**config.mk**
```make
export PLATFORM = sky130hd
export DESIGN_NAME = modular_exponentiation
export DESIGN_NICKNAME = d
export VERILOG_FILES = /design/src/hw/rtl/mexp_pkg.sv /design/src/hw/rtl/mexp_seq.sv /design/src/hw/rtl/mexp_reduce.sv /design/src/hw/rtl/modular_exponentiation.sv
export SDC_FILE = /design/constraint.sdc
export NUM_CORES = 2
export LEC_CHECK = 0
export BUFFER_PORTS_ARGS = -buffer_cell sky130_fd_sc_hd__buf_2
export CAP_MARGIN = 20
export CORE_UTILIZATION = 51
export DETAILED_ROUTE_END_ITERATION = 16
export PLACE_DENSITY_LB_ADDON = 0.05
export SETUP_SLACK_MARGIN = 0.3
export SLEW_MARGIN = 40
export SYNTH_ARGS = -nofsm -noshare
export SYNTH_HDL_FRONTEND = slang
export SYNTH_SLANG_ARGS = --single-unit
```
**constraint.sdc**
```tcl
create_clock -name i_clk -period 11.6 [get_ports i_clk]
set_input_delay 2.32 -clock i_clk [delete_from_list [all_inputs] [get_ports i_clk]]
set_output_delay 2.32 -clock i_clk [all_outputs]
set_load 0.02 [all_outputs]
```
**src/hw/rtl/mexp_pkg.sv**
```systemverilog
package mexp_pkg;

    localparam int BASE_W = 63;
    localparam int EXP_IN_W = 32;
    localparam int MOD_REG_W = 31;
    localparam int RES_W = 31;
    localparam int DIV_W = 64;
    localparam int STEP_W = 6;
    localparam int UPC_W = 4;

    localparam logic [MOD_REG_W-1:0] MODULUS_RESET = 31'd1000000007;

    // Program addresses.
    localparam logic [UPC_W-1:0] S_IDLE       = 4'd0;
    localparam logic [UPC_W-1:0] S_CHK_EXP    = 4'd1;
    localparam logic [UPC_W-1:0] S_INIT_ACC   = 4'd2;
    localparam logic [UPC_W-1:0] S_RED_BASE   = 4'd3;
    localparam logic [UPC_W-1:0] S_WAIT_BASE  = 4'd4;
    localparam logic [UPC_W-1:0] S_SET_BASE   = 4'd5;
    localparam logic [UPC_W-1:0] S_BIT        = 4'd6;
    localparam logic [UPC_W-1:0] S_MUL_ACC    = 4'd7;
    localparam logic [UPC_W-1:0] S_RED_ACC    = 4'd8;
    localparam logic [UPC_W-1:0] S_WAIT_ACC   = 4'd9;
    localparam logic [UPC_W-1:0] S_WR_ACC     = 4'd10;
    localparam logic [UPC_W-1:0] S_MUL_SQ     = 4'd11;
    localparam logic [UPC_W-1:0] S_RED_SQ     = 4'd12;
    localparam logic [UPC_W-1:0] S_WAIT_SQ    = 4'd13;
    localparam logic [UPC_W-1:0] S_WR_SQ      = 4'd14;
    localparam logic [UPC_W-1:0] S_DONE       = 4'd15;

    typedef enum logic [2:0] {
        C_NEXT,
        C_NO_IN,
        C_EXP_ZERO,
        C_MOD_LE1,
        C_RED_BUSY,
        C_BIT_CLEAR,
        C_MORE_BITS,
        C_OUT_FULL
    } t_cond;

    typedef struct packed {
        logic             idle;
        logic             ld_in;
        logic             acc_init;
        logic             red_base;
        logic             red_prod;
        logic             mul_en;
        logic             mul_sq;
        logic             wr_acc;
        logic             wr_b;
        logic             shift_e;
        logic             push_out;
        t_cond            cond;
        logic [UPC_W-1:0] target;
    } t_uword;

    typedef struct packed {
        logic in_valid;
        logic exp_zero;
        logic mod_le1;
        logic red_busy;
        logic bit_clear;
        logic more_bits;
        logic out_full;
    } t_status;

    function automatic t_uword rom_word(input logic [UPC_W-1:0] addr);
        t_uword w;
        w = '0;
        w.cond = C_NEXT;
        unique case (addr)
            S_IDLE: begin
                w.idle = 1'b1;
                w.ld_in = 1'b1;
                w.cond = C_NO_IN;
                w.target = S_IDLE;
            end
            S_CHK_EXP: begin
                w.cond = C_EXP_ZERO;
                w.target = S_DONE;
            end
            S_INIT_ACC: begin
                w.acc_init = 1'b1;
                w.cond = C_MOD_LE1;
                w.target = S_DONE;
            end
            S_RED_BASE: begin
                w.red_base = 1'b1;
            end
            S_WAIT_BASE: begin
                w.cond = C_RED_BUSY;
                w.target = S_WAIT_BASE;
            end
            S_SET_BASE: begin
                w.wr_b = 1'b1;
            end
            S_BIT: begin
                w.cond = C_BIT_CLEAR;
                w.target = S_MUL_SQ;
            end
            S_MUL_ACC: begin
                w.mul_en = 1'b1;
            end
            S_RED_ACC: begin
                w.red_prod = 1'b1;
            end
            S_WAIT_ACC: begin
                w.cond = C_RED_BUSY;
                w.target = S_WAIT_ACC;
            end
            S_WR_ACC: begin
                w.wr_acc = 1'b1;
            end
            S_MUL_SQ: begin
                w.mul_en = 1'b1;
                w.mul_sq = 1'b1;
            end
            S_RED_SQ: begin
                w.red_prod = 1'b1;
            end
            S_WAIT_SQ: begin
                w.cond = C_RED_BUSY;
                w.target = S_WAIT_SQ;
            end
            S_WR_SQ: begin
                w.wr_b = 1'b1;
                w.shift_e = 1'b1;
                w.cond = C_MORE_BITS;
                w.target = S_BIT;
            end
            S_DONE: begin
                w.push_out = 1'b1;
                w.cond = C_OUT_FULL;
                w.target = S_DONE;
            end
        endcase
        return w;
    endfunction

endpackage

```
**src/hw/rtl/mexp_seq.sv**
```systemverilog
module mexp_seq (
    input  logic              i_clk,
    input  logic              i_rst_n,
    input  mexp_pkg::t_status i_status,
    output mexp_pkg::t_uword  o_ctrl
);

    logic [mexp_pkg::UPC_W-1:0] r_upc;
    logic [mexp_pkg::UPC_W-1:0] n_upc;
    mexp_pkg::t_uword           w;
    logic                       jump;

    assign w = mexp_pkg::rom_word(r_upc);
    assign o_ctrl = w;

    always_comb begin
        unique case (w.cond)
            mexp_pkg::C_NEXT:      jump = 1'b0;
            mexp_pkg::C_NO_IN:     jump = !i_status.in_valid;
            mexp_pkg::C_EXP_ZERO:  jump = i_status.exp_zero;
            mexp_pkg::C_MOD_LE1:   jump = i_status.mod_le1;
            mexp_pkg::C_RED_BUSY:  jump = i_status.red_busy;
            mexp_pkg::C_BIT_CLEAR: jump = i_status.bit_clear;
            mexp_pkg::C_MORE_BITS: jump = i_status.more_bits;
            mexp_pkg::C_OUT_FULL:  jump = i_status.out_full;
            default:               jump = 1'b0;
        endcase
        // The last step falls through to the idle step by wrapping.
        n_upc = jump ? w.target : mexp_pkg::UPC_W'(r_upc + 1'b1);
    end

    always_ff @(posedge i_clk) begin
        if (!i_rst_n) begin
            r_upc <= mexp_pkg::S_IDLE;
        end else begin
            r_upc <= n_upc;
        end
    end

endmodule

```
**src/hw/rtl/mexp_reduce.sv**
```systemverilog
module mexp_reduce #(
    parameter int MOD_WIDTH = 31
) (
    input  logic                         i_clk,
    input  logic                         i_rst_n,
    input  logic                         i_start,
    input  logic [mexp_pkg::DIV_W-1:0]   i_dividend,
    input  logic [mexp_pkg::STEP_W-1:0]  i_steps,
    input  logic [MOD_WIDTH-1:0]         i_modulus,
    output logic                         o_busy,
    output logic [MOD_WIDTH-1:0]         o_rem
);

    logic [mexp_pkg::DIV_W-1:0]  r_div;
    logic [MOD_WIDTH-1:0]        r_rem;
    logic [mexp_pkg::STEP_W-1:0] r_cnt;
    logic [MOD_WIDTH-1:0]        rem1;
    logic [MOD_WIDTH-1:0]        rem2;

    // One restoring step: the remainder stays below the modulus, so the
    // shifted value is below twice the modulus and one subtract suffices.
    function automatic logic [MOD_WIDTH-1:0] rstep(
        input logic [MOD_WIDTH-1:0] r,
        input logic                 b,
        input logic [MOD_WIDTH-1:0] m
    );
        logic [MOD_WIDTH:0] t;
        t = {r, b};
        if (t >= {1'b0, m}) begin
            t = t - {1'b0, m};
        end
        return t[MOD_WIDTH-1:0];
    endfunction

    assign rem1 = rstep(r_rem, r_div[mexp_pkg::DIV_W-1], i_modulus);
    assign rem2 = rstep(rem1, r_div[mexp_pkg::DIV_W-2], i_modulus);
    assign o_busy = (r_cnt != '0);
    assign o_rem = r_rem;

    always_ff @(posedge i_clk) begin
        if (i_start) begin
            r_div <= i_dividend;
            r_rem <= '0;
        end else if (o_busy) begin
            r_div <= r_div << 2;
            r_rem <= rem2;
        end
    end

    always_ff @(posedge i_clk) begin
        if (!i_rst_n) begin
            r_cnt <= '0;
        end else if (i_start) begin
            r_cnt <= i_steps;
        end else if (o_busy) begin
            r_cnt <= r_cnt - 1'b1;
        end
    end

endmodule

```
**src/hw/rtl/modular_exponentiation.sv**
```systemverilog
// A zero exponent goes straight to the result, and a modulus of 0 or 1 goes to it once the
// accumulator is set to zero; otherwise the base is reduced, then each exponent bit up to the
// highest set bit costs a squaring, and each set bit also a multiply into the accumulator.
// Throughput: one item at a time; the shared remainder unit, two bits per cycle, sets it.
// Reset (synchronous, active low) idles the sequencer, empties the output register and
// loads the modulus with 1000000007.
module modular_exponentiation #(
    parameter int EXP_WIDTH = 32,
    parameter int MOD_WIDTH = 31
) (
    input  logic                           i_clk,
    input  logic                           i_rst_n,
    input  logic                           i_cfg_wr_en,
    input  logic [mexp_pkg::MOD_REG_W-1:0] i_cfg_wr_data,
    input  logic                           i_in_valid,
    output logic                           o_in_stall,
    input  logic [mexp_pkg::BASE_W-1:0]    i_base_value,
    input  logic [mexp_pkg::EXP_IN_W-1:0]  i_exponent,
    output logic                           o_out_valid,
    input  logic                           i_out_stall,
    output logic [mexp_pkg::RES_W-1:0]     o_power_result
);

    localparam int SCAN_BITS = (EXP_WIDTH < mexp_pkg::EXP_IN_W) ? EXP_WIDTH
                                                                : mexp_pkg::EXP_IN_W;
    localparam int PROD_W = 2 * MOD_WIDTH;
    localparam int PAD_W = mexp_pkg::DIV_W - PROD_W;

    logic [mexp_pkg::MOD_REG_W-1:0] r_modulus;
    logic [mexp_pkg::BASE_W-1:0]    r_base;
    logic [SCAN_BITS-1:0]           r_e;
    logic [MOD_WIDTH-1:0]           r_acc;
    logic [MOD_WIDTH-1:0]           r_b;
    logic [PROD_W-1:0]              r_prod;
    logic                           r_out_valid;
    logic [mexp_pkg::RES_W-1:0]     r_out;

    logic [MOD_WIDTH-1:0]           m;
    logic                           mod_le1;
    logic                           out_full;
    logic                           push;
    logic [MOD_WIDTH-1:0]           mul_a;
    logic                           red_start;
    logic [mexp_pkg::DIV_W-1:0]     red_dividend;
    logic [mexp_pkg::STEP_W-1:0]    red_steps;
    logic                           red_busy;
    logic [MOD_WIDTH-1:0]           red_rem;
    mexp_pkg::t_uword               ctrl;
    mexp_pkg::t_status              status;

    assign m = r_modulus[MOD_WIDTH-1:0];
    assign mod_le1 = ((m >> 1) == '0);
    assign out_full = r_out_valid && i_out_stall;
    assign push = ctrl.push_out && !out_full;

    assign status.in_valid  = i_in_valid;
    assign status.exp_zero  = (r_e == '0);
    assign status.mod_le1   = mod_le1;
    assign status.red_busy  = red_busy;
    assign status.bit_clear = !r_e[0];
    assign status.more_bits = ((r_e >> 1) != '0);
    assign status.out_full  = out_full;

    mexp_seq u_seq (
        .i_clk    (i_clk),
        .i_rst_n  (i_rst_n),
        .i_status (status),
        .o_ctrl   (ctrl)
    );

    // Products sit at the top of the dividend so only their 2*MOD_WIDTH bits are scanned.
    assign red_start = ctrl.red_base || ctrl.red_prod;
    assign red_dividend = ctrl.red_base ? {1'b0, r_base}
                                        : ({{PAD_W{1'b0}}, r_prod} << PAD_W);
    assign red_steps = ctrl.red_base ? mexp_pkg::STEP_W'(mexp_pkg::DIV_W / 2)
                                     : mexp_pkg::STEP_W'(MOD_WIDTH);

    mexp_reduce #(
        .MOD_WIDTH (MOD_WIDTH)
    ) u_reduce (
        .i_clk      (i_clk),
        .i_rst_n    (i_rst_n),
        .i_start    (red_start),
        .i_dividend (red_dividend),
        .i_steps    (red_steps),
        .i_modulus  (m),
        .o_busy     (red_busy),
        .o_rem      (red_rem)
    );

    assign mul_a = ctrl.mul_sq ? r_b : r_acc;

    always_ff @(posedge i_clk) begin
        if (!i_rst_n) begin
            r_modulus <= mexp_pkg::MODULUS_RESET;
        end else if (i_cfg_wr_en) begin
            r_modulus <= i_cfg_wr_data;
        end
    end

    always_ff @(posedge i_clk) begin
        if (ctrl.ld_in) begin
            r_base <= i_base_value;
        end
        if (ctrl.ld_in) begin
            r_e <= i_exponent[SCAN_BITS-1:0];
        end else if (ctrl.shift_e) begin
            r_e <= r_e >> 1;
        end
        // A zero exponent leaves the accumulator at one, even for a modulus of one.
        if (ctrl.ld_in) begin
            r_acc <= MOD_WIDTH'(1);
        end else if (ctrl.acc_init) begin
            r_acc <= mod_le1 ? '0 : MOD_WIDTH'(1);
        end else if (ctrl.wr_acc) begin
            r_acc <= red_rem;
        end
        if (ctrl.wr_b) begin
            r_b <= red_rem;
        end
        if (ctrl.mul_en) begin
            r_prod <= PROD_W'(mul_a) * PROD_W'(r_b);
        end
        if (push) begin
            r_out <= mexp_pkg::RES_W'(r_acc);
        end
    end

    always_ff @(posedge i_clk) begin
        if (!i_rst_n) begin
            r_out_valid <= 1'b0;
        end else if (push) begin
            r_out_valid <= 1'b1;
        end else if (!i_out_stall) begin
            r_out_valid <= 1'b0;
        end
    end

    assign o_in_stall = !ctrl.idle;
    assign o_out_valid = r_out_valid;
    assign o_power_result = r_out;

endmodule

```
# [Word level (Yosys, flattened, before mapping)]
# Cells that the tools add are included.
[word_totals] regBits=387 latchBits=0 ramBits=0 rom_bits=0 in_bits=131 out_inout_bits=33 word_cells=90 memories=0
[classes] add_sub_neg=4 multipliers=1 n_div=0 order_cmp=2 n_eq_ne=23 n_shift=0 n_mux=29 bitwise_logic=0 reduce_logical=19
[op_table] op="64-bit 2-to-1 mux" count=3
[op_table] op="31-bit 2-to-1 mux" count=5
[op_table] op="32-bit by 31-bit greater-or-equal comparator with 1-bit output" count=2
[op_table] op="32-bit 2-to-1 mux" count=2
[op_table] op="7-bit one-hot mux with 9 select lines" count=1
[op_table] op="31-bit by 31-bit multiplier with 62-bit output" count=1
[op_table] op="31-bit subtractor" count=2
[op_table] op="4-bit == test, second input constant" count=8
[op_table] op="32-bit zero test" count=1
[op_table] op="32-bit nonzero test" count=1
[op_table] op="31-bit zero test" count=1
[op_table] op="6-bit 2-to-1 mux" count=3
[op_table] op="4-bit by 3-bit == test with 1-bit output, second input constant" count=4
[op_table] op="3-bit == test, second input constant" count=4
[op_table] op="1-bit 2-to-1 mux" count=12
[op_table] op="4-bit by 2-bit == test with 1-bit output, second input constant" count=2
[op_table] op="1-bit one-hot mux with 8 select lines" count=1
[op_table] op="3-bit by 2-bit == test with 1-bit output, second input constant" count=2
[op_table] op="2-bit nonzero test" count=3
[op_table] op="6-bit nonzero test" count=1
[op_table] op="2-bit OR reduction" count=3
[op_table] op="6-bit by 1-bit subtractor with 6-bit output, second input constant" count=1
[op_table] op="4-bit by 1-bit adder with 4-bit output, second input constant" count=1
[op_table] op="4-bit by 1-bit == test with 1-bit output, second input constant" count=1
[op_table] op="9 further kinds" count=13

# [Logic depth before layout (Yosys ltp)]
[depth] ltp_word=5 mapped_depth=33 depth_no_buf=30

# [Modules after synthesis]
# A second synthesis with hierarchy kept.
[unflattened] hier_cells=4985 hier_area_um2=50126.8
[by_module_without_submodules] mod="modular_exponentiation" instances=1 cells_each=4004 area_each_um2=41454.8 seq_area_each_um2=7837.5
[by_module_without_submodules] mod="mexp_reduce" instances=1 cells_each=907 area_each_um2=8046.5 seq_area_each_um2=2662.6
[by_module_without_submodules] mod="mexp_seq" instances=1 cells_each=74 area_each_um2=625.6 seq_area_each_um2=80.1

# [Worst setup path before layout]
# OpenSTA, ideal clock, no wires.
[synth_path] path_kind="register to register" from="reg u_seq.r_upc[0] in the netlist's numbering" to="reg r_prod[51] (data pin)" setup_time_ns=0.263 t_arrival_ns=8.704 required_ns=11.337 slack_ns=2.633 path_stages_with_launch=32 n_path_buf=3 synth_period_minus_slack_ns=8.967 cell_sequence="dfxtp_1 > ha_1 > nor2b_1 > and2_1 > clkbuf_1 > buf_1 > mux2_2 > clkbuf_1 > and2_1 > fa_1 > fa_1 > inv_1 > fa_1 > fa_1 > inv_1 > fa_1 > fa_1 > fa_1 > inv_1 > fa_1 > inv_1 > ha_1 > nand2_1 > nor3_1 > o221a_2 > a31oi_1 > a2111oi_0 > nor2_1 > o41ai_1 > a221o_1 > a21oi_1 > xnor2_1"
[synth_via] elab_chain_cells=4
[synth_lines] element="from (decl)" line_no="mexp_seq.sv:8" rtl="logic [mexp_pkg::UPC_W-1:0] r_upc;"
[synth_lines] element="from (signal assigned)" line_no="mexp_seq.sv:34" rtl="r_upc <= mexp_pkg::S_IDLE;"
[synth_lines] element="from (signal assigned)" line_no="mexp_seq.sv:36" rtl="r_upc <= n_upc;"
[synth_lines] element="4-bit == test" line_no="mexp_pkg.sv:72" rtl="unique case (addr)"
[synth_lines] element="1-bit 2-to-1 mux" line_no="mexp_pkg.sv:72"
[synth_lines] element="31-bit 2-to-1 mux" line_no="modular_exponentiation.sv:91" rtl="assign mul_a = ctrl.mul_sq ? r_b : r_acc;"
[synth_lines] element="31-bit by 31-bit multiplier with 62-bit output" line_no="modular_exponentiation.sv:122" rtl="r_prod <= PROD_W'(mul_a) * PROD_W'(r_b);"
[synth_lines] element="to (signal assigned)" line_no="modular_exponentiation.sv:122"
[synth_lines] element="to (decl)" line_no="modular_exponentiation.sv:34" rtl="logic [PROD_W-1:0] r_prod;"
# No other way between the ends.
# A chain may end at the register's enable or synchronous reset.

# [Final worst setup path]
[layout_path] from="reg u_seq.r_upc[1] in the netlist's numbering" to="reg r_prod[59] (data pin)"
# Same word-level chain as after synthesis.

==> summary.md <==
| Metric | Value |
|---|---|
| Reg clk slew, reported paths | `0.06 ns` |
| DR vias/cell | `5.53` |
| Relative slew slack | `41.6%` |
| Crit path time final | `10.33 ns` |
| IR drop worst, VDD | `238 uV` |
| Largest cells by area after synthesis | `fa_1 34%, edfxtp_1 17%, ha_1 8.2%` |
| RSZ-0062 raised after global routing | `false` |
| Fill cells | `8682` |
| Synthesized area per cell | `9.77 sq um` |
| Pleak | `24.8 nW` |
| Crit Path Class | `flip-flop to flip-flop` |
| Post-DP Area | `51100 sq um` |
| Ports | `164` |
| Syn Nets | `6337` |
| Hold Crit Class | `flip-flop to flip-flop` |
| Die Wd | `313 um` |
| DR top layer | `met4` |
| Post-synth EDFFs | `283` |
| Ys async rst share | `0%` |
| Critical-path top delay cell | `and2_2` |
| Worst Path Arrival | `10.65 ns` |
| Yosys warning count | `0` |
| Final Cycle Share | `89.0%` |
| Sum Neg Setup Slack | `0 ns` |
| Syn Inst Count | `5045` |
| Crit path required time | `11.93 ns` |
| Clock Latency Late Sink | `0.62 ns` |
| Synthesized cell area | `49300 sq um` |
| Setup WS pre-CTS | `1.32 ns` |
| Wl on met1 | `60700 um` |
| GRT Util Overall | `29.8%` |
| CTS sink cnt | `387` |
| Vias | `35000` |
| Critical path endpoint category | `flip-flop` |
| Area grow syn2layout | `6.60%` |
| Die Y | `313 um` |
| DRT Pass-1 Iters | `5` |
| Fin util | `55.1%` |
| First-pass GRT wire length | `222000 um` |
| Post-synth top area share | `34.1%` |
| Core area | `95300 sq um` |
| Total wire length | `141000 um` |
| Setup crit start kind | `flip-flop` |
| Hold_buf cts | `0` |
| CP peak stage delay | `0.72 ns` |
| CP dominant cell by count | `fa_1` |
| Final hold vios | `0` |
| Footprint of the multi-input gates | `34500 sq um` |
| Post-synthesis cell type count | `79` |
| Yosys top cell by area | `fa_1` |
| Gpl congestion | `0.926` |
| Final setup viols | `0` |
| Sequential area share after synthesis | `21.5%` |
| F_max | `96.8 MHz` |
| Leading cell type in the layout, fill and taps excluded | `fa_1` |
| IO buf count | `163` |
| Status | `complete, no violations` |
| Die area | `97900 sq um` |
| Post-CTS sizing | `0` |
| CTS Buf Count | `45` |
| Met3 Wirelength | `7600 um` |
| WL met2 | `68400 um` |
| Max Cap Viol | `0` |
| Flops & latches, synth | `387` |
| Row Count | `113` |
| R2R setup slack | `1.27 ns` |
| DRT iter0 DRCs | `2340` |
| Final Worst Setup Slack | `1.27 ns` |
| Final slew viol count | `0` |
| Vias in the first global route | `37000` |
| CTS tree | `done` |
| Initial antenna violation count | `4` |
| Post-synth top flop | `edfxtp_1` |
| Root Driver | `clkbuf_16` |
| Routed Antenna Nets | `0` |
| Tot Pwr | `0.0116 W` |
| CTS H-tree lvls | `2` |
| Post-CTS Setup Inserts | `0` |
| Clock skew after layout | `0.0388 ns` |
| Nets | `6328` |
| Final design area excluding fillers | `52500 sq um` |
| Post-DR wirelength/cell | `22.3 um` |
| Actual slew at the worst max-slew pin | `0.867 ns` |
| Gr ovfl total | `0` |
| Most frequent cells in the layout | `839 x fa_1, 836 x inv_1, 731 x nand2_1, 507 x and2_1, 322 x ha_1` |
| Worst Path Max Fanout | `30` |
| Largest net degree at the start of global routing | `84` |
| DP HPWL | `111000 um` |
| Pwr dens | `221 nW/um^2` |
| Initial Utilization | `51.7%` |
| Worst-case clock buffer depth | `3` |
| Reg area | `10600 sq um` |
| Layout cell share with drive strength beyond 1 | `7.44%` |
| Drt drc | `0` |
layout make-up:
type / instances / share of cell area (%)
sequential: 387 / 20.1
tap: 1265 / 3.01
clock inverter: 22 / 0.398
clock buffer: 59 / 2.24
multi-input combinational: 3543 / 65.7
inverter: 837 / 5.98
timing repair buffer: 222 / 2.47
antenna: 2 / 0.00953
through the flow:
stage / hold slack [ns] / cells
6_report: 0.493 / 6337
5_1_grt: 0.529 / 6336
4_1_cts: 0.496 / 6335
3_5_place_dp: 0.486 / 6254
3_3_place_gp: 0.475 / 6253
2_1_floorplan: 0.443 / 5045
cells by family after synthesis:
kind of cell    count (synthesis)  share of synthesized area [%]
simple gates                 1577                           15.7
fa+ha+maj                    1161                           42.3
xor+xnor                      115                           2.04
mux                           106                           2.32
compound gates                584                           7.69
flops                         387                           21.5
buf+inv                      1115                           8.54
Yosys cell counts, types with 4 or more instances:
master,instances
ha_1,322
o21bai_1,13
mux2i_1,39
o22ai_1,5
a221oi_1,4
nor2b_1,43
o21ai_0,124
nor3_1,27
nor2_1,95
buf_1,18
o221ai_1,6
and3_1,21
a31o_2,4
nand2b_1,15
nand3_1,68
buf_2,6
nand2_1,731
and4_1,5
o211ai_1,26
a21o_1,57
clkbuf_1,251
mux2_2,67
nand4_1,20
inv_1,837
a311oi_1,4
xnor2_1,78
edfxtp_1,283
nor3b_1,4
a22oi_1,61
a21oi_1,160
o21a_1,35
xor2_1,37
fa_1,839
nor4_1,20
a31oi_1,14
a211oi_1,12
a221o_1,5
o31ai_1,5
o211a_1,6
and2_1,511
or3_1,4
dfxtp_1,104
flip-flops by register name (all words and copies together) (netlist names):
| register | flops |
|---|---|
| u_reduce.r_cnt | 6 |
| r_base | 63 |
| o_out_valid | 1 |
| r_prod | 62 |
| u_seq.r_upc | 4 |
| r_b | 31 |
| u_reduce.o_rem | 31 |
| m | 31 |
| u_reduce.r_div | 64 |
| o_power_result | 31 |
| r_acc | 31 |
| r_e | 32 |
worst max-delay path: cells and delay by family, from the launching register on:
kind | cells | cell delay [ns]
flops | 1 | 0.38
fa+ha+maj | 10 | 4.68
simple gates | 5 | 1.67
buf+inv | 5 | 0.45
mux | 2 | 0.81
compound gates | 7 | 1.97
power breakdown:
part | leakage [nW] | internal, W | total [W] | switching, W
logic | 20.6 | 0.00301 | 0.00777 | 0.00476
registers | 3.55 | 0.00220 | 0.00249 | 0.000286
clock network | 0.665 | 0.000767 | 0.00136 | 0.000594
metal layers:
| metal | track usage (%) | vias up |
|---|---|---|
| met4 | 9.11 | 0 |
| met5 | 0 | - |
| met3 | 3.55 | 183 |
| met1 | 41.0 | 18000 |
| met2 | 49.4 | 990 |
| li1 | - | 15900 |
path summary, 6_finish.rpt:
path,startpoint,to,depth (start not counted)
max,u_seq.r_upc[1]$_SDFF_PN0_,r_prod[59]$_DFFE_PP_,29
min,r_acc[8]$_SDFFE_PP0P_,r_acc[8]$_SDFFE_PP0P_,2
max reg2reg,u_seq.r_upc[1]$_SDFF_PN0_,r_prod[59]$_DFFE_PP_,29
min reg2reg,r_acc[8]$_SDFFE_PP0P_,r_acc[8]$_SDFFE_PP0P_,2
Note: power is estimated with default switching activity, not from simulation.
